## src/sv/slex_pkg.sv

```systemverilog
// shared types, constants and helpers for the source lexer
`default_nettype none
package slex_pkg;

  localparam int OFFSET_WIDTH = 32;
  localparam int LINE_WIDTH   = 32;
  localparam int LENGTH_WIDTH = 16;
  localparam int QUEUE_DEPTH  = 4;
  localparam int QPTR_W       = $clog2(QUEUE_DEPTH);

  localparam logic [4:0] K_IDENT   = 5'd0;
  localparam logic [4:0] K_INT     = 5'd1;
  localparam logic [4:0] K_FLOAT   = 5'd2;
  localparam logic [4:0] K_RETURN  = 5'd3;
  localparam logic [4:0] K_LET     = 5'd4;
  localparam logic [4:0] K_FN      = 5'd5;
  localparam logic [4:0] K_EXTERN  = 5'd6;
  localparam logic [4:0] K_BUILTIN = 5'd7;
  localparam logic [4:0] K_LPAREN  = 5'd8;
  localparam logic [4:0] K_RPAREN  = 5'd9;
  localparam logic [4:0] K_LBRACE  = 5'd10;
  localparam logic [4:0] K_RBRACE  = 5'd11;
  localparam logic [4:0] K_COLON   = 5'd12;
  localparam logic [4:0] K_SEMI    = 5'd13;
  localparam logic [4:0] K_ASSIGN  = 5'd14;
  localparam logic [4:0] K_EQEQ    = 5'd15;
  localparam logic [4:0] K_PLUS    = 5'd16;
  localparam logic [4:0] K_MINUS   = 5'd17;
  localparam logic [4:0] K_ARROW   = 5'd18;
  localparam logic [4:0] K_STAR    = 5'd19;
  localparam logic [4:0] K_SLASH   = 5'd20;
  localparam logic [4:0] K_PCT     = 5'd21;
  localparam logic [4:0] K_ELLIPS  = 5'd22;
  localparam logic [4:0] K_COMMA   = 5'd23;
  localparam logic [4:0] K_END     = 5'd24;

  localparam logic [1:0] E_NONE   = 2'd0;
  localparam logic [1:0] E_NODIG  = 2'd1;
  localparam logic [1:0] E_SYMBOL = 2'd2;
  localparam logic [1:0] E_CHAR   = 2'd3;

  typedef enum logic [3:0] {
    M_IDLE, M_WORD, M_INT, M_INTDOT, M_FRAC, M_SLASH, M_LINECMT,
    M_BLOCK, M_BLOCKSTAR, M_MINUS, M_EQ, M_DOT1, M_DOT2
  } mode_t;

  // one result word
  typedef struct packed {
    logic [4:0]              kind;
    logic [3:0]              btype;
    logic [OFFSET_WIDTH-1:0] start;
    logic [LENGTH_WIDTH-1:0] len;
    logic [LINE_WIDTH-1:0]   line;
    logic [1:0]              err;
    logic                    fin;
  } tok_t;

  // up to three results made by one character
  typedef struct packed {
    logic [1:0] cnt;
    tok_t       t0;
    tok_t       t1;
    tok_t       t2;
  } group_t;

  function automatic logic is_alpha(input logic [7:0] c);
    return (c >= 8'h61 && c <= 8'h7a) || (c >= 8'h41 && c <= 8'h5a);
  endfunction

  function automatic logic is_digit(input logic [7:0] c);
    return c >= 8'h30 && c <= 8'h39;
  endfunction

  function automatic logic is_space(input logic [7:0] c);
    return c == 8'h20 || (c >= 8'h09 && c <= 8'h0d);
  endfunction

endpackage
`default_nettype wire

```

## src/sv/slex_front.sv

```systemverilog
// front end: mode machine that classifies characters into result groups
`default_nettype none
module slex_front (
  input  wire logic            clk,
  input  wire logic            rst_n,
  input  wire logic            go,
  input  wire logic [7:0]      c,
  input  wire logic            last,
  output slex_pkg::group_t     grp
);
  import slex_pkg::*;

  mode_t                   mode_r, mode_nxt;
  logic [OFFSET_WIDTH-1:0] off_r, off_nxt;
  logic [LINE_WIDTH-1:0]   line_r, line_nxt;
  logic [OFFSET_WIDTH-1:0] tstart_r, tstart_nxt;
  logic [LENGTH_WIDTH-1:0] tlen_r, tlen_nxt;
  logic [47:0]             pfx_r, pfx_nxt;
  logic                    halt_r, halt_nxt;

  localparam logic [LENGTH_WIDTH-1:0] LEN_MAX = '1;

  function automatic logic [LENGTH_WIDTH-1:0] linc(input logic [LENGTH_WIDTH-1:0] n);
    return (n == LEN_MAX) ? n : n + 1'b1;
  endfunction

  // keyword and builtin lookup on the six-byte prefix
  function automatic logic [8:0] kw(input logic [47:0] p, input logic [LENGTH_WIDTH-1:0] n);
    logic [8:0] r;
    r = {K_IDENT, 4'd0};
    case (n)
      LENGTH_WIDTH'(2): begin
        if (p[15:0] == "fn") r = {K_FN, 4'd0};
        else if (p[15:0] == "i8") r = {K_BUILTIN, 4'd1};
        else if (p[15:0] == "u8") r = {K_BUILTIN, 4'd6};
      end
      LENGTH_WIDTH'(3): begin
        case (p[23:0])
          "let": r = {K_LET, 4'd0};
          "i16": r = {K_BUILTIN, 4'd2};
          "i32": r = {K_BUILTIN, 4'd3};
          "i64": r = {K_BUILTIN, 4'd4};
          "u16": r = {K_BUILTIN, 4'd7};
          "u32": r = {K_BUILTIN, 4'd8};
          "u64": r = {K_BUILTIN, 4'd9};
          "f32": r = {K_BUILTIN, 4'd11};
          "f64": r = {K_BUILTIN, 4'd12};
          default: r = {K_IDENT, 4'd0};
        endcase
      end
      LENGTH_WIDTH'(4): begin
        if (p[31:0] == "void") r = {K_BUILTIN, 4'd0};
        else if (p[31:0] == "i128") r = {K_BUILTIN, 4'd5};
        else if (p[31:0] == "u128") r = {K_BUILTIN, 4'd10};
      end
      LENGTH_WIDTH'(6): begin
        if (p == "return") r = {K_RETURN, 4'd0};
        else if (p == "extern") r = {K_EXTERN, 4'd0};
      end
      default: r = {K_IDENT, 4'd0};
    endcase
    return r;
  endfunction

  always_comb begin
    tok_t       t;
    tok_t       q [3];
    logic [1:0] n;
    logic       taken;
    logic       err;
    logic [4:0] k;
    logic [8:0] wk;
    logic [OFFSET_WIDTH-1:0] off_inc;

    mode_nxt   = mode_r;
    off_nxt    = off_r;
    line_nxt   = line_r;
    tstart_nxt = tstart_r;
    tlen_nxt   = tlen_r;
    pfx_nxt    = pfx_r;
    halt_nxt   = halt_r;
    n     = 2'd0;
    taken = 1'b0;
    err   = 1'b0;
    k     = K_IDENT;
    wk    = kw(pfx_r, tlen_r);
    off_inc = off_r + 1'b1;
    t = '0;
    q[0] = '0; q[1] = '0; q[2] = '0;

    if (halt_r) begin
      if (last) begin
        halt_nxt = 1'b0;
        mode_nxt = M_IDLE; off_nxt = '0; line_nxt = LINE_WIDTH'(1);
        tstart_nxt = '0; tlen_nxt = '0; pfx_nxt = '0;
      end
    end else begin
      // held construct
      case (mode_r)
        M_WORD: begin
          if (is_alpha(c) || is_digit(c)) begin
            if (tlen_r < LENGTH_WIDTH'(6)) pfx_nxt = {pfx_r[39:0], c};
            tlen_nxt = linc(tlen_r); taken = 1'b1;
          end else begin
            t = '0; t.kind = wk[8:4]; t.btype = wk[3:0];
            t.start = tstart_r; t.len = tlen_r; t.line = line_r;
            q[n] = t; n = n + 1'b1; mode_nxt = M_IDLE;
          end
        end
        M_INT: begin
          if (is_digit(c)) begin
            tlen_nxt = linc(tlen_r); taken = 1'b1;
          end else if (c == ".") begin
            tlen_nxt = linc(tlen_r); mode_nxt = M_INTDOT; taken = 1'b1;
          end else begin
            t = '0; t.kind = K_INT; t.start = tstart_r; t.len = tlen_r; t.line = line_r;
            q[n] = t; n = n + 1'b1; mode_nxt = M_IDLE;
          end
        end
        M_INTDOT: begin
          taken = 1'b1;
          if (is_digit(c)) begin
            tlen_nxt = linc(tlen_r); mode_nxt = M_FRAC;
          end else begin
            t = '0; t.start = tstart_r; t.len = tlen_r; t.line = line_r; t.err = E_NODIG;
            q[n] = t; n = n + 1'b1; err = 1'b1; mode_nxt = M_IDLE;
          end
        end
        M_FRAC: begin
          if (is_digit(c)) begin
            tlen_nxt = linc(tlen_r); taken = 1'b1;
          end else begin
            t = '0; t.kind = K_FLOAT; t.start = tstart_r; t.len = tlen_r; t.line = line_r;
            q[n] = t; n = n + 1'b1; mode_nxt = M_IDLE;
          end
        end
        M_SLASH: begin
          if (c == "/") begin
            mode_nxt = M_LINECMT; taken = 1'b1;
          end else if (c == "*") begin
            mode_nxt = M_BLOCKSTAR; taken = 1'b1;
          end else begin
            t = '0; t.kind = K_SLASH; t.start = tstart_r; t.len = tlen_r; t.line = line_r;
            q[n] = t; n = n + 1'b1; mode_nxt = M_IDLE;
          end
        end
        M_LINECMT: begin
          taken = 1'b1;
          if (c == 8'h0a) begin
            line_nxt = line_r + 1'b1; mode_nxt = M_IDLE;
          end
        end
        M_BLOCK, M_BLOCKSTAR: begin
          taken = 1'b1;
          if (mode_r == M_BLOCKSTAR && c == "/") mode_nxt = M_IDLE;
          else if (c == "*") mode_nxt = M_BLOCKSTAR;
          else begin
            if (c == 8'h0a) line_nxt = line_r + 1'b1;
            mode_nxt = M_BLOCK;
          end
        end
        M_MINUS, M_EQ: begin
          if ((mode_r == M_MINUS && c == ">") || (mode_r == M_EQ && c == "=")) begin
            t = '0; t.kind = (mode_r == M_MINUS) ? K_ARROW : K_EQEQ;
            t.start = tstart_r; t.len = LENGTH_WIDTH'(2); t.line = line_r;
            q[n] = t; n = n + 1'b1; mode_nxt = M_IDLE; taken = 1'b1;
          end else begin
            t = '0; t.kind = (mode_r == M_MINUS) ? K_MINUS : K_ASSIGN;
            t.start = tstart_r; t.len = tlen_r; t.line = line_r;
            q[n] = t; n = n + 1'b1; mode_nxt = M_IDLE;
          end
        end
        M_DOT1, M_DOT2: begin
          taken = 1'b1;
          if (c == "." && mode_r == M_DOT1) begin
            tlen_nxt = LENGTH_WIDTH'(2); mode_nxt = M_DOT2;
          end else if (c == ".") begin
            t = '0; t.kind = K_ELLIPS; t.start = tstart_r; t.len = LENGTH_WIDTH'(3);
            t.line = line_r; q[n] = t; n = n + 1'b1; mode_nxt = M_IDLE;
          end else begin
            t = '0; t.start = tstart_r; t.len = tlen_r; t.line = line_r; t.err = E_SYMBOL;
            q[n] = t; n = n + 1'b1; err = 1'b1; mode_nxt = M_IDLE;
          end
        end
        default: mode_nxt = M_IDLE;
      endcase

      // idle classification
      if (!taken && !err) begin
        if (is_alpha(c) || is_digit(c) || c == "/" || c == "-" || c == "=" || c == ".") begin
          mode_nxt = is_alpha(c) ? M_WORD : is_digit(c) ? M_INT : (c == "/") ? M_SLASH :
                     (c == "-") ? M_MINUS : (c == "=") ? M_EQ : M_DOT1;
          tstart_nxt = off_r; tlen_nxt = LENGTH_WIDTH'(1); pfx_nxt = {40'd0, c};
        end else if (is_space(c)) begin
          if (c == 8'h0a) line_nxt = line_r + 1'b1;
        end else begin
          case (c)
            "(": k = K_LPAREN;
            ")": k = K_RPAREN;
            "{": k = K_LBRACE;
            "}": k = K_RBRACE;
            ":": k = K_COLON;
            ";": k = K_SEMI;
            "+": k = K_PLUS;
            "*": k = K_STAR;
            "%": k = K_PCT;
            ",": k = K_COMMA;
            default: k = K_END;
          endcase
          t = '0; t.start = off_r; t.len = LENGTH_WIDTH'(1); t.line = line_r;
          if (k == K_END) begin
            t.err = (c == ">") ? E_SYMBOL : E_CHAR; err = 1'b1;
          end else begin
            t.kind = k;
          end
          q[n] = t; n = n + 1'b1;
        end
      end

      off_nxt = off_inc;

      if (last) begin
        if (!err) begin
          // flush the held construct, using the post-character state
          t = '0; t.start = tstart_nxt; t.len = tlen_nxt; t.line = line_nxt;
          wk = kw(pfx_nxt, tlen_nxt);
          case (mode_nxt)
            M_WORD: begin t.kind = wk[8:4]; t.btype = wk[3:0]; q[n] = t; n = n + 1'b1; end
            M_INT: begin t.kind = K_INT; q[n] = t; n = n + 1'b1; end
            M_FRAC: begin t.kind = K_FLOAT; q[n] = t; n = n + 1'b1; end
            M_SLASH: begin t.kind = K_SLASH; q[n] = t; n = n + 1'b1; end
            M_MINUS: begin t.kind = K_MINUS; q[n] = t; n = n + 1'b1; end
            M_EQ: begin t.kind = K_ASSIGN; q[n] = t; n = n + 1'b1; end
            M_INTDOT: begin t.err = E_NODIG; q[n] = t; n = n + 1'b1; err = 1'b1; end
            M_DOT1, M_DOT2: begin t.err = E_SYMBOL; q[n] = t; n = n + 1'b1; err = 1'b1; end
            default: ;
          endcase
          if (!err) begin
            t = '0; t.kind = K_END; t.start = off_inc; t.line = '1;
            q[n] = t; n = n + 1'b1;
          end
        end
        halt_nxt = 1'b0;
        mode_nxt = M_IDLE; off_nxt = '0; line_nxt = LINE_WIDTH'(1);
        tstart_nxt = '0; tlen_nxt = '0; pfx_nxt = '0;
      end else if (err) begin
        halt_nxt = 1'b1; mode_nxt = M_IDLE;
      end
    end

    if (n != 2'd0) q[n - 1'b1].fin = 1'b1;
    grp.cnt = n;
    grp.t0 = q[0];
    grp.t1 = q[1];
    grp.t2 = q[2];
  end

  always_ff @(posedge clk) begin
    if (!rst_n) begin
      mode_r <= M_IDLE; off_r <= '0; line_r <= LINE_WIDTH'(1);
      tstart_r <= '0; tlen_r <= '0; pfx_r <= '0; halt_r <= 1'b0;
    end else if (go) begin
      mode_r <= mode_nxt; off_r <= off_nxt; line_r <= line_nxt;
      tstart_r <= tstart_nxt; tlen_r <= tlen_nxt; pfx_r <= pfx_nxt; halt_r <= halt_nxt;
    end
  end

endmodule
`default_nettype wire

```

## src/sv/slex_queue.sv

```systemverilog
// small queue of result groups between front and back
`default_nettype none
module slex_queue (
  input  wire logic             clk,
  input  wire logic             rst_n,
  input  wire logic             push,
  input  wire slex_pkg::group_t wdata,
  input  wire logic             pop,
  output slex_pkg::group_t      rdata,
  output logic                  empty,
  output logic                  full
);
  import slex_pkg::*;

  group_t            mem [QUEUE_DEPTH];
  logic [QPTR_W-1:0] wp_r, rp_r;
  logic [QPTR_W:0]   cnt_r;

  assign empty = (cnt_r == '0);
  assign full  = (cnt_r == (QPTR_W+1)'(QUEUE_DEPTH));
  assign rdata = mem[rp_r];

  always_ff @(posedge clk) begin
    if (push) mem[wp_r] <= wdata;
  end

  always_ff @(posedge clk) begin
    if (!rst_n) begin
      wp_r <= '0; rp_r <= '0; cnt_r <= '0;
    end else begin
      if (push) wp_r <= wp_r + 1'b1;
      if (pop) rp_r <= rp_r + 1'b1;
      cnt_r <= cnt_r + (QPTR_W+1)'(push) - (QPTR_W+1)'(pop);
    end
  end

endmodule
`default_nettype wire

```

## src/sv/slex_back.sv

```systemverilog
// back end: unrolls each group into single result words on a register
`default_nettype none
module slex_back (
  input  wire logic             clk,
  input  wire logic             rst_n,
  input  wire logic             q_empty,
  input  wire slex_pkg::group_t q_data,
  output logic                  q_pop,
  output logic                  out_valid,
  input  wire logic             out_stall,
  output slex_pkg::tok_t        out_tok
);
  import slex_pkg::*;

  logic [1:0] idx_r, idx_nxt;
  logic       vld_r;
  tok_t       tok_r;
  logic       load;
  tok_t       cur;

  assign out_valid = vld_r;
  assign out_tok   = tok_r;
  assign load      = !vld_r || !out_stall;

  always_comb begin
    case (idx_r)
      2'd0: cur = q_data.t0;
      2'd1: cur = q_data.t1;
      default: cur = q_data.t2;
    endcase
    q_pop   = 1'b0;
    idx_nxt = idx_r;
    if (load && !q_empty) begin
      if (idx_r + 1'b1 >= q_data.cnt) begin
        q_pop = 1'b1; idx_nxt = 2'd0;
      end else begin
        idx_nxt = idx_r + 1'b1;
      end
    end
  end

  always_ff @(posedge clk) begin
    if (!rst_n) begin
      vld_r <= 1'b0; idx_r <= 2'd0;
    end else begin
      idx_r <= idx_nxt;
      if (load) vld_r <= !q_empty;
    end
  end

  always_ff @(posedge clk) begin
    if (load && !q_empty) tok_r <= cur;
  end

endmodule
`default_nettype wire

```

## src/sv/source_lexer_core.sv

```systemverilog
// top level of the source lexer
// input channel: in_valid/in_stall carry one source byte and an end-of-text flag
// output channel: out_valid/out_stall carry one token word per handshake
// a byte is taken and classified at once; bytes that make
// results push a group of up to three words into a four-entry queue
// the back end hands out one word per cycle from a registered output while out_stall is low
// a byte's first word is written to a queue entry and from there to the output register
// sustained rate is one byte per cycle while words drain at least as
// fast as they are made; a byte that gives three words hands them out one
// after another, and in_stall rises when the queue is full
// at reset the lexer is between tokens at offset zero, line one
// a stalled receiver holds the output word and backs up into the queue
`default_nettype none
module source_lexer_core (
  input  wire logic                                 clk,
  input  wire logic                                 rst_n,
  input  wire logic                                 in_valid,
  output logic                                      in_stall,
  input  wire logic [7:0]                           in_source_char,
  input  wire logic                                 in_end_of_text,
  output logic                                      out_valid,
  input  wire logic                                 out_stall,
  output logic [4:0]                                out_token_kind,
  output logic [3:0]                                out_builtin_kind,
  output logic [slex_pkg::OFFSET_WIDTH-1:0]         out_start_offset,
  output logic [slex_pkg::LENGTH_WIDTH-1:0]         out_token_length,
  output logic [slex_pkg::LINE_WIDTH-1:0]           out_line_number,
  output logic [1:0]                                out_error_code,
  output logic                                      out_final_result
);
  import slex_pkg::*;

  group_t grp, q_data;
  tok_t   tok;
  logic   go, q_empty, q_full, q_pop;

  assign in_stall = q_full;
  assign go       = in_valid && !q_full;

  slex_front u_front (
    .clk(clk), .rst_n(rst_n), .go(go), .c(in_source_char),
    .last(in_end_of_text), .grp(grp)
  );

  slex_queue u_queue (
    .clk(clk), .rst_n(rst_n), .push(go && grp.cnt != 2'd0), .wdata(grp),
    .pop(q_pop), .rdata(q_data), .empty(q_empty), .full(q_full)
  );

  slex_back u_back (
    .clk(clk), .rst_n(rst_n), .q_empty(q_empty), .q_data(q_data), .q_pop(q_pop),
    .out_valid(out_valid), .out_stall(out_stall), .out_tok(tok)
  );

  assign out_token_kind   = tok.kind;
  assign out_builtin_kind = tok.btype;
  assign out_start_offset = tok.start;
  assign out_token_length = tok.len;
  assign out_line_number  = tok.line;
  assign out_error_code   = tok.err;
  assign out_final_result = tok.fin;

endmodule
`default_nettype wire

```

## config.mk

```make
export PLATFORM = sky130hd
export DESIGN_NAME = source_lexer_core
export DESIGN_NICKNAME = d
export VERILOG_FILES = /design/src/sv/slex_pkg.sv /design/src/sv/slex_front.sv /design/src/sv/slex_queue.sv /design/src/sv/slex_back.sv /design/src/sv/source_lexer_core.sv
export SDC_FILE = /design/constraint.sdc
export NUM_CORES = 2
export LEC_CHECK = 0
export BUFFER_PORTS_ARGS = -buffer_cell sky130_fd_sc_hd__buf_2
export CORE_MARGIN = 5
export CORE_UTILIZATION = 40
export DETAILED_ROUTE_END_ITERATION = 6
export GPL_ROUTABILITY_DRIVEN = 0
export PLACE_DENSITY = 0.54
export SLEW_MARGIN = 15
export SYNTH_ARGS = -nofsm -noshare
export SYNTH_HDL_FRONTEND = slang
export SYNTH_SLANG_ARGS = --single-unit
```

## constraint.sdc

```tcl
create_clock -name clk -period 21.9 [get_ports clk]
set_input_delay 6.57 -clock clk [delete_from_list [all_inputs] [get_ports clk]]
set_output_delay 6.57 -clock clk [all_outputs]
set_load 0.01 [all_outputs]
```

======== Word level (Yosys, flattened, before mapping) ========
Memory sizes are Yosys's and may differ from the RTL's. A register that Yosys moved wholly into a read port is not among the register bits.
Cells that the tools add are included.
word-level totals
  flip-flop bits (word level) ............. 267
  memories kept ........................... 1
  output and inout port bits .............. 94
  input bits .............................. 13
  RAM bits ................................ 1112
  logic and storage cells ................. 389
operators by class
  eq/ne operators ......................... 85
  bitwise operators ....................... 4
  add/sub/neg operators ................... 12
  reductions and logical operators ........ 43
  magnitude comparators ................... 18
  multiplexer cells ....................... 207
memories
  memory       words  bits a word  rd ports  clocked after Yosys merged registers in  wr ports  RTL line          RTL
  u_queue.mem  4      278          1         1                                        1         slex_queue.sv:15  group_t mem [QUEUE_DEPTH];
operator list
  cell                                                                      count
  276-bit 2-to-1 mux                                                        12
  276-bit bitwise mux                                                       11
  276-bit one-hot mux with 8 select lines                                   1
  92-bit 2-to-1 mux                                                         11
  92-bit demux with 2-bit select                                            4
  92-bit one-hot mux with 7 select lines                                    1
  32-bit 2-to-1 mux                                                         19
  24-bit by 23-bit equality test with 1-bit output (second input constant)  18
  48-bit 2-to-1 mux                                                         9
  32-bit by 31-bit equality test with 1-bit output (second input constant)  6
  48-bit by 47-bit equality test with 1-bit output (second input constant)  4
  16-bit 2-to-1 mux                                                         12
  92-bit one-hot mux with 2 select lines                                    1
  7-bit one-hot mux with 9 select lines                                     2
  9-bit 2-to-1 mux                                                          13
  8-bit by 6-bit equality test with 1-bit output (second input constant)    14
  16-bit by 15-bit equality test with 1-bit output (second input constant)  6
  89-bit 2-to-1 mux                                                         1
  88-bit 2-to-1 mux                                                         1
  83-bit 2-to-1 mux                                                         1
  4-bit 2-to-1 mux                                                          20
  9-bit one-hot mux with 4 select lines                                     2
  32-bit by 1-bit adder with 32-bit output (second input constant)          2
  16-bit by 2-bit equality test with 1-bit output (second input constant)   4
  51 further kinds                                                          194

======== Logic depth before layout (Yosys ltp) ========
  depth in word-level cells ............... 34
  mapped depth ............................ 25

======== Hierarchy ========
Synthesis repeated with hierarchy kept, for this count alone.
unflattened totals
  cell total of the unflattened synthesis .. 4530
  area, all modules ....................... 62815.2 sq um
modules (own cells, without submodules)
  module             area an instance (sq um)  instances  seq. area each (sq um)  cells an instance
  slex_queue         40560.2                   1          33572.2                 1495
  slex_front         17722.0                   1          3303.2                  2612
  slex_back          4511.8                    1          2822.7                  421
  source_lexer_core  21.3                      1          0.0                     2

======== Worst setup path after synthesis ========
Ideal clock, no wire load.
  kind .................................... input to register
  start ................................... input in_source_char[4]
  end ..................................... memory u_queue.mem[0][0] (netlist name), enable pin
  setup time .............................. 0.675 ns
  path buffers ............................ 3
  stages .................................. 17
  data required time ...................... 21.225 ns
  arrival ................................. 17.122 ns
  setup slack ............................. 4.104 ns
  cells stage by stage .................... or4b_1 > buf_6 > nor3_1 > nor3b_1 > a211o_1 > or3_1 > clkbuf_1 > clkbuf_1 > ha_1 > mux2i_1 > ha_1 > o21ai_0 > ha_1 > mux2i_1 > a21oi_1 > a211oi_4 > and2_1
on the way
  word-level cells in the longest chain between the ends .. 26
  elaborated cells on any way between the ends .. 132
ends and longest elaborated chain
  element                                                                                                                         RTL line                              RTL
  start: declaration                                                                                                              source_lexer_core.sv:19               input wire logic [7:0] in_source_char,
  8-bit by 7-bit greater-or-equal comparator with 1-bit output or 8-bit by 7-bit <= comparator with 1-bit output (tied branches)  slex_pkg.sv:67                        return (c >= 8'h61 && c <= 8'h7a) || (c >= 8'h41 && c <= 8'h5a);
  1-bit logical AND                                                                                                               slex_pkg.sv:67
  1-bit logical OR                                                                                                                slex_pkg.sv:67
  1-bit logical OR                                                                                                                slex_front.sv:101, slex_front.sv:190
  1-bit 2-to-1 mux or 1-bit logical OR (tied branches)                                                                            slex_front.sv:101, slex_front.sv:190
  2-bit one-hot mux with 6 select lines, or another cell as far along                                                             slex_front.sv:99                      case (mode_r)
  2-bit 2-to-1 mux, or another cell as far along                                                                                  slex_front.sv:91                      if (halt_r) begin
  2-bit by 1-bit adder with 2-bit output, or another cell as far along                                                            slex_front.sv:216                     q[n] = t; n = n + 1'b1;
  [10 not listed]                                                                                                                 -
  2-bit 2-to-1 mux                                                                                                                slex_front.sv:238                     if (!err) begin
  2-bit 2-to-1 mux                                                                                                                slex_front.sv:223                     if (!err) begin
  2-bit 2-to-1 mux *                                                                                                              slex_front.sv:222                     if (last) begin
  2-bit 2-to-1 mux *                                                                                                              slex_front.sv:91
  2-bit nonzero test *                                                                                                            source_lexer_core.sv:46               .clk(clk), .rst_n(rst_n), .push(go && grp.cnt != 2'd0), .wdata(grp),
  1-bit logical AND *                                                                                                             source_lexer_core.sv:46
  1-bit 2-to-1 mux *                                                                                                              slex_queue.sv:24                      if (push) mem[wp_r] <= wdata;
  1-bit 2-to-1 mux (not written as such) *                                                                                        slex_queue.sv:24
  end: declaration                                                                                                                slex_queue.sv:15
Every way passes the cells marked *; elsewhere a longest branch is shown, timed or not. The select of a mux whose other input is x is not followed.

======== Final worst setup path ========
  start ................................... input in_source_char[5]
  end ..................................... memory u_queue.mem[3][69] (netlist name), enable pin
The elaborated chain is that of the path after synthesis.

==> impl_metrics.prom <==
# TYPE chip_impl_metric gauge
chip_impl_metric{name="mappedNetlistArea",unit="sq mm"} 0.06290
chip_impl_metric{name="synth.area.mux_share",unit=""} 0.1023
chip_impl_metric{name="timing.final.crit_period",unit="ps"} 13730
chip_impl_info{name="yosysTopAreaCell",value="sky130_fd_sc_hd__edfxtp_1"} 1
chip_impl_metric{name="area.growth.synth_to_final",unit="%"} 11.90
chip_impl_metric{name="cts_inserted_buffers",unit=""} 152
chip_impl_metric{name="layout.cell_area.non_filler",unit="sq mm"} 0.07038
chip_impl_metric{name="floorplan.initialDensity",unit=""} 0.4026
chip_impl_metric{name="ios",unit=""} 107
chip_impl_metric{name="critical_path.n_buffers_inverters",unit=""} 4
chip_impl_metric{name="synth_top_cell_area_share",unit=""} 0.5748
chip_impl_metric{name="clock_power_share",unit=""} 0.347
chip_impl_metric{name="max_slew_margin",unit=""} 0.1647
chip_impl_info{name="crit_slowest_cell",value="sky130_fd_sc_hd__a221oi_1"} 1
chip_impl_metric{name="mappedNetlistNets",unit=""} 4750
chip_impl_info{name="yosys-top-cells-area",value="sky130_fd_sc_hd__edfxtp_1 57%, sky130_fd_sc_hd__mux4_2 10%, sky130_fd_sc_hd__dfxtp_1 5.6%"} 1
chip_impl_metric{name="nNetsFinal",unit=""} 4722
chip_impl_metric{name="placed_cell_area",unit="sq mm"} 0.06538
chip_impl_metric{name="internal_power",unit="uW"} 5227
chip_impl_metric{name="cts_hold_buf",unit=""} 0
chip_impl_info{name="crit_path_start_kind",value="primary input"} 1
chip_impl_metric{name="pwr-share-seq",unit=""} 0.447
chip_impl_metric{name="port_buffers",unit=""} 106
chip_impl_metric{name="timing.fmax",unit="MHz"} 72.83
chip_impl_metric{name="synth_simple_gate_area_share",unit=""} 0.1208
chip_impl_metric{name="worst_skew_pair.late_latency",unit="ps"} 800
chip_impl_metric{name="remaining_drc_errors",unit=""} 11
chip_impl_metric{name="die_area",unit="sq mm"} 0.1653
chip_impl_metric{name="ys_ff_latch",unit=""} 1381
chip_impl_metric{name="grt-ovfl-total",unit=""} 0
chip_impl_metric{name="antenna_found_initial",unit=""} 7
chip_impl_metric{name="synth_enable_flop_cells",unit=""} 1204
chip_impl_metric{name="vias",unit=""} 42000
chip_impl_metric{name="detail-route-antenna-nets",unit=""} 0
chip_impl_metric{name="grt_start_max_net_pins",unit=""} 146
chip_impl_metric{name="grt_usage",unit=""} 0.2274
chip_impl_metric{name="proportion_of_register_bits_with_asynchronous_set_or_reset_after_synthesis",unit=""} 0
chip_impl_metric{name="detail_route.wirelength",unit="mm"} 190.0
chip_impl_metric{name="leakage",unit="uW"} 0.02195
chip_impl_metric{name="grt_first_pass_wirelength",unit="mm"} 280.6
chip_impl_info{name="grt_setup_unrepaired",value="false"} 1
chip_impl_metric{name="cts_buffer_depth",unit=""} 3
chip_impl_info{name="min-delay-path-class",value="flop to flop"} 1
chip_impl_metric{name="first_global_vias",unit=""} 40980
chip_impl_metric{name="post-cts-setup-buffers",unit=""} 0
chip_impl_metric{name="critical-path-max-stage-delay",unit="ps"} 980
chip_impl_metric{name="cts.sink_count",unit=""} 1381
chip_impl_metric{name="die_h",unit="um"} 406.5
chip_impl_metric{name="via_density_per_instance",unit=""} 6.106
chip_impl_metric{name="drive_above_1_share",unit=""} 0.1619
chip_impl_metric{name="drt_first_pass_iters",unit=""} 7
chip_impl_metric{name="timing_worst_slew_pin_value",unit="ps"} 1241
chip_impl_metric{name="total_switching_power",unit="uW"} 2151
chip_impl_info{name="critical_path.cell_chain",value="buf_2 -> nor4b_4 -> nand3_1 -> o211ai_4 -> or4b_2 -> buf_4 -> nand4_1 -> a221oi_1 -> o21ai_0 -> ha_1 -> mux2i_1 -> a21oi_1 -> a211oi_4 -> and2_4 -> buf_4 -> buf_4"} 1
chip_impl_info{name="combinational_family_with_the_most_area_after_synthesis",value="simple AND/OR/NAND/NOR gates"} 1
chip_impl_metric{name="post_cts_resized",unit=""} 0
chip_impl_metric{name="vdd_ir_drop_max",unit="V"} 0.0001060
chip_impl_info{name="end_kind",value="flop"} 1
chip_impl_metric{name="p_per_area",unit="mW/mm^2"} 104.8
chip_impl_info{name="outcome",value="finished with violations"} 1
chip_impl_metric{name="ys_types",unit=""} 107
chip_impl_metric{name="post-route-period-util",unit=""} 0.6270
chip_impl_metric{name="synth_xor_area_frac",unit=""} 0.007937
chip_impl_metric{name="cts_htree_levels",unit=""} 4
chip_impl_metric{name="portion_of_total_power_attributed_to_combinational_logic",unit=""} 0.206
chip_impl_metric{name="post-dp-hpwl",unit="mm"} 115.0
chip_impl_metric{name="fill_cells",unit=""} 13910
chip_impl_metric{name="fp.dieW",unit="um"} 406.5
chip_impl_info{name="ys_dominant_reg_cell",value="sky130_fd_sc_hd__edfxtp_1"} 1
chip_impl_metric{name="setup_viol_count_final",unit=""} 0
chip_impl_metric{name="cts.clk_slew.worst_paths",unit="ps"} 50
chip_impl_metric{name="routed_wire_length_per_instance",unit="um"} 27.63
chip_impl_info{name="clock_tree_from_tritoncts",value="built"} 1
chip_impl_info{name="crit_path_frequent_cell",value="sky130_fd_sc_hd__buf_4"} 1
chip_impl_metric{name="floorplan.core_area",unit="sq mm"} 0.1562
chip_impl_metric{name="drt_iter0_markers",unit=""} 4642
chip_impl_metric{name="timing.critical_path.arrival",unit="ps"} 14110
chip_impl_metric{name="critical_path.max_fanout",unit=""} 57
chip_impl_metric{name="critical_path_required",unit="ps"} 22280
chip_impl_metric{name="switching_power_share_of_the_total",unit=""} 0.2915
chip_impl_metric{name="yosysWarningCount",unit=""} 0
chip_impl_metric{name="setup-tns-final",unit="ps"} 0
chip_impl_metric{name="fin_worst_hold_slack",unit="ps"} 466.9
chip_impl_metric{name="worst_clk_skew",unit="ps"} 48.11
chip_impl_metric{name="finalHoldViolCount",unit=""} 0
chip_impl_metric{name="post_synth.cell_area_avg",unit="sq um"} 13.34
chip_impl_metric{name="report.final.slew_viol_count",unit=""} 0
chip_impl_metric{name="seq_area_frac_synth",unit=""} 0.6312
chip_impl_info{name="root_buffer",value="sky130_fd_sc_hd__clkbuf_16"} 1
chip_impl_metric{name="synthAdderAreaFrac",unit=""} 0.004695
chip_impl_metric{name="synth-compound-area-share",unit=""} 0.1063
chip_impl_info{name="synth_commonest_cells",value="1204 x sky130_fd_sc_hd__edfxtp_1, 459 x sky130_fd_sc_hd__nand2_1, 346 x sky130_fd_sc_hd__nor2_1"} 1
chip_impl_info{name="critPathTopFamily",value="buffers and inverters"} 1
chip_impl_info{name="synth_most_common_cell",value="sky130_fd_sc_hd__edfxtp_1"} 1
chip_impl_metric{name="netlist_instances",unit=""} 4714
chip_impl_info{name="violations",value="DRC"} 1
chip_impl_metric{name="placementRows",unit=""} 145
chip_impl_info{name="path_class",value="primary input to flop"} 1
chip_impl_metric{name="maxCapViolations",unit=""} 0
final cells by class:
type / count / area, sq um / share of cell area
Antenna cell: 3 / 7.507 / 0.0001067
Clock buffer: 202 / 4125 / 0.05861
Clock inverter: 83 / 874.6 / 0.01243
Inverter: 48 / 185.2 / 0.002631
Multi-Input combinational cell: 2909 / 21650 / 0.3076
Sequential cell: 1381 / 39710 / 0.5642
Tap cell: 2058 / 2575 / 0.03659
Timing Repair Buffer: 194 / 1256 / 0.01785
final timing paths:
check	to	depth (start not counted)	slack, ps	from
setup / recovery	u_queue.mem[3][69]	16	8170	in_source_char[5]
hold / removal	u_back.idx_r[1]	2	470	u_back.idx_r[1]
setup reg to reg	u_queue.mem[3][69]	15	13370	u_front.mode_r[1]
hold reg to reg	u_back.idx_r[1]	2	470	u_back.idx_r[1]
flip-flops by register name (all words and copies together), names as in the netlist, 3 cells and up, named ones only:
signal	count
u_back.out_tok	92
u_queue.cnt_r	3
u_front.mode_r	4
u_front.off_r	32
u_queue.mem	1112
u_front.tstart_r	32
u_front.pfx_r	48
u_front.tlen_r	16
u_front.line_r	32
through the flow:
| step | worst slack [ps] | utilization | total power (uW) | cells |
|---|---|---|---|---|
| global route | 7825 | 0.4505 | 7696 | 6875 |
| finish | 8169 | 0.4506 | 7378 | 6878 |
| CTS | 8373 | 0.4505 | 7479 | 6875 |
| global placement | 7621 | 0.4185 | 4899 | 6590 |
| detailed placement | 7559 | 0.4185 | 4909 | 6590 |
| floorplan | 4104 | - | 4310 | 4714 |
per-layer routing:
layer	vias to the layer above	routed length, um	track usage
met5	-	24	0
met4	4	6035	0.07276
met3	382	15060	0.04346
met2	1868	86750	0.3504
met1	21460	82180	0.3275
li1	18290	-	-
tightest hold or removal path, delay by kind of cell, from the launching register on:
family / cells / cell delay (ps)
AOI/OAI and AO/OA: 1 / 60
and+or+nand+nor: 1 / 50
DFF: 1 / 310
power groups by stage:
stage / clock [uW] / combinational (uW) / sequential, uW
6_report: 2560 / 1520 / 3300
5_1_grt: 2730 / 1640 / 3320
4_1_cts: 2620 / 1550 / 3310
3_5_place_dp: 0 / 1550 / 3360
3_3_place_gp: 0 / 1540 / 3350
2_1_floorplan: 0 / 885 / 3420
cell families after synthesis:
| kind of cell | after synthesis |
|---|---|
| AND/OR/NAND/NOR | 1534 |
| flip-flops | 1381 |
| AO/OA/AOI/OAI | 1000 |
| buffers and inverters | 424 |
| multiplexers | 295 |
| XOR/XNOR | 57 |
| adder cells (fa/ha/maj) | 23 |
layout by cell type, fill, tap and decap left out, drive strengths merged, types with 35 or more instances in the layout:
cell / n
a22oi: 251
edfxtp: 1204
a21oi: 237
nand2: 460
nand2b: 39
inv: 53
nor3: 137
buf: 194
nor2: 347
nand4: 39
mux4: 278
clkbuf: 202
and3: 40
clkinv: 61
xnor2: 38
a221oi: 74
o21ai: 210
and2: 60
nand3: 101
nor2b: 163
dfxtp: 177
a31oi: 35
a211oi: 35
Note: power is estimated with default switching activity, not from simulation.
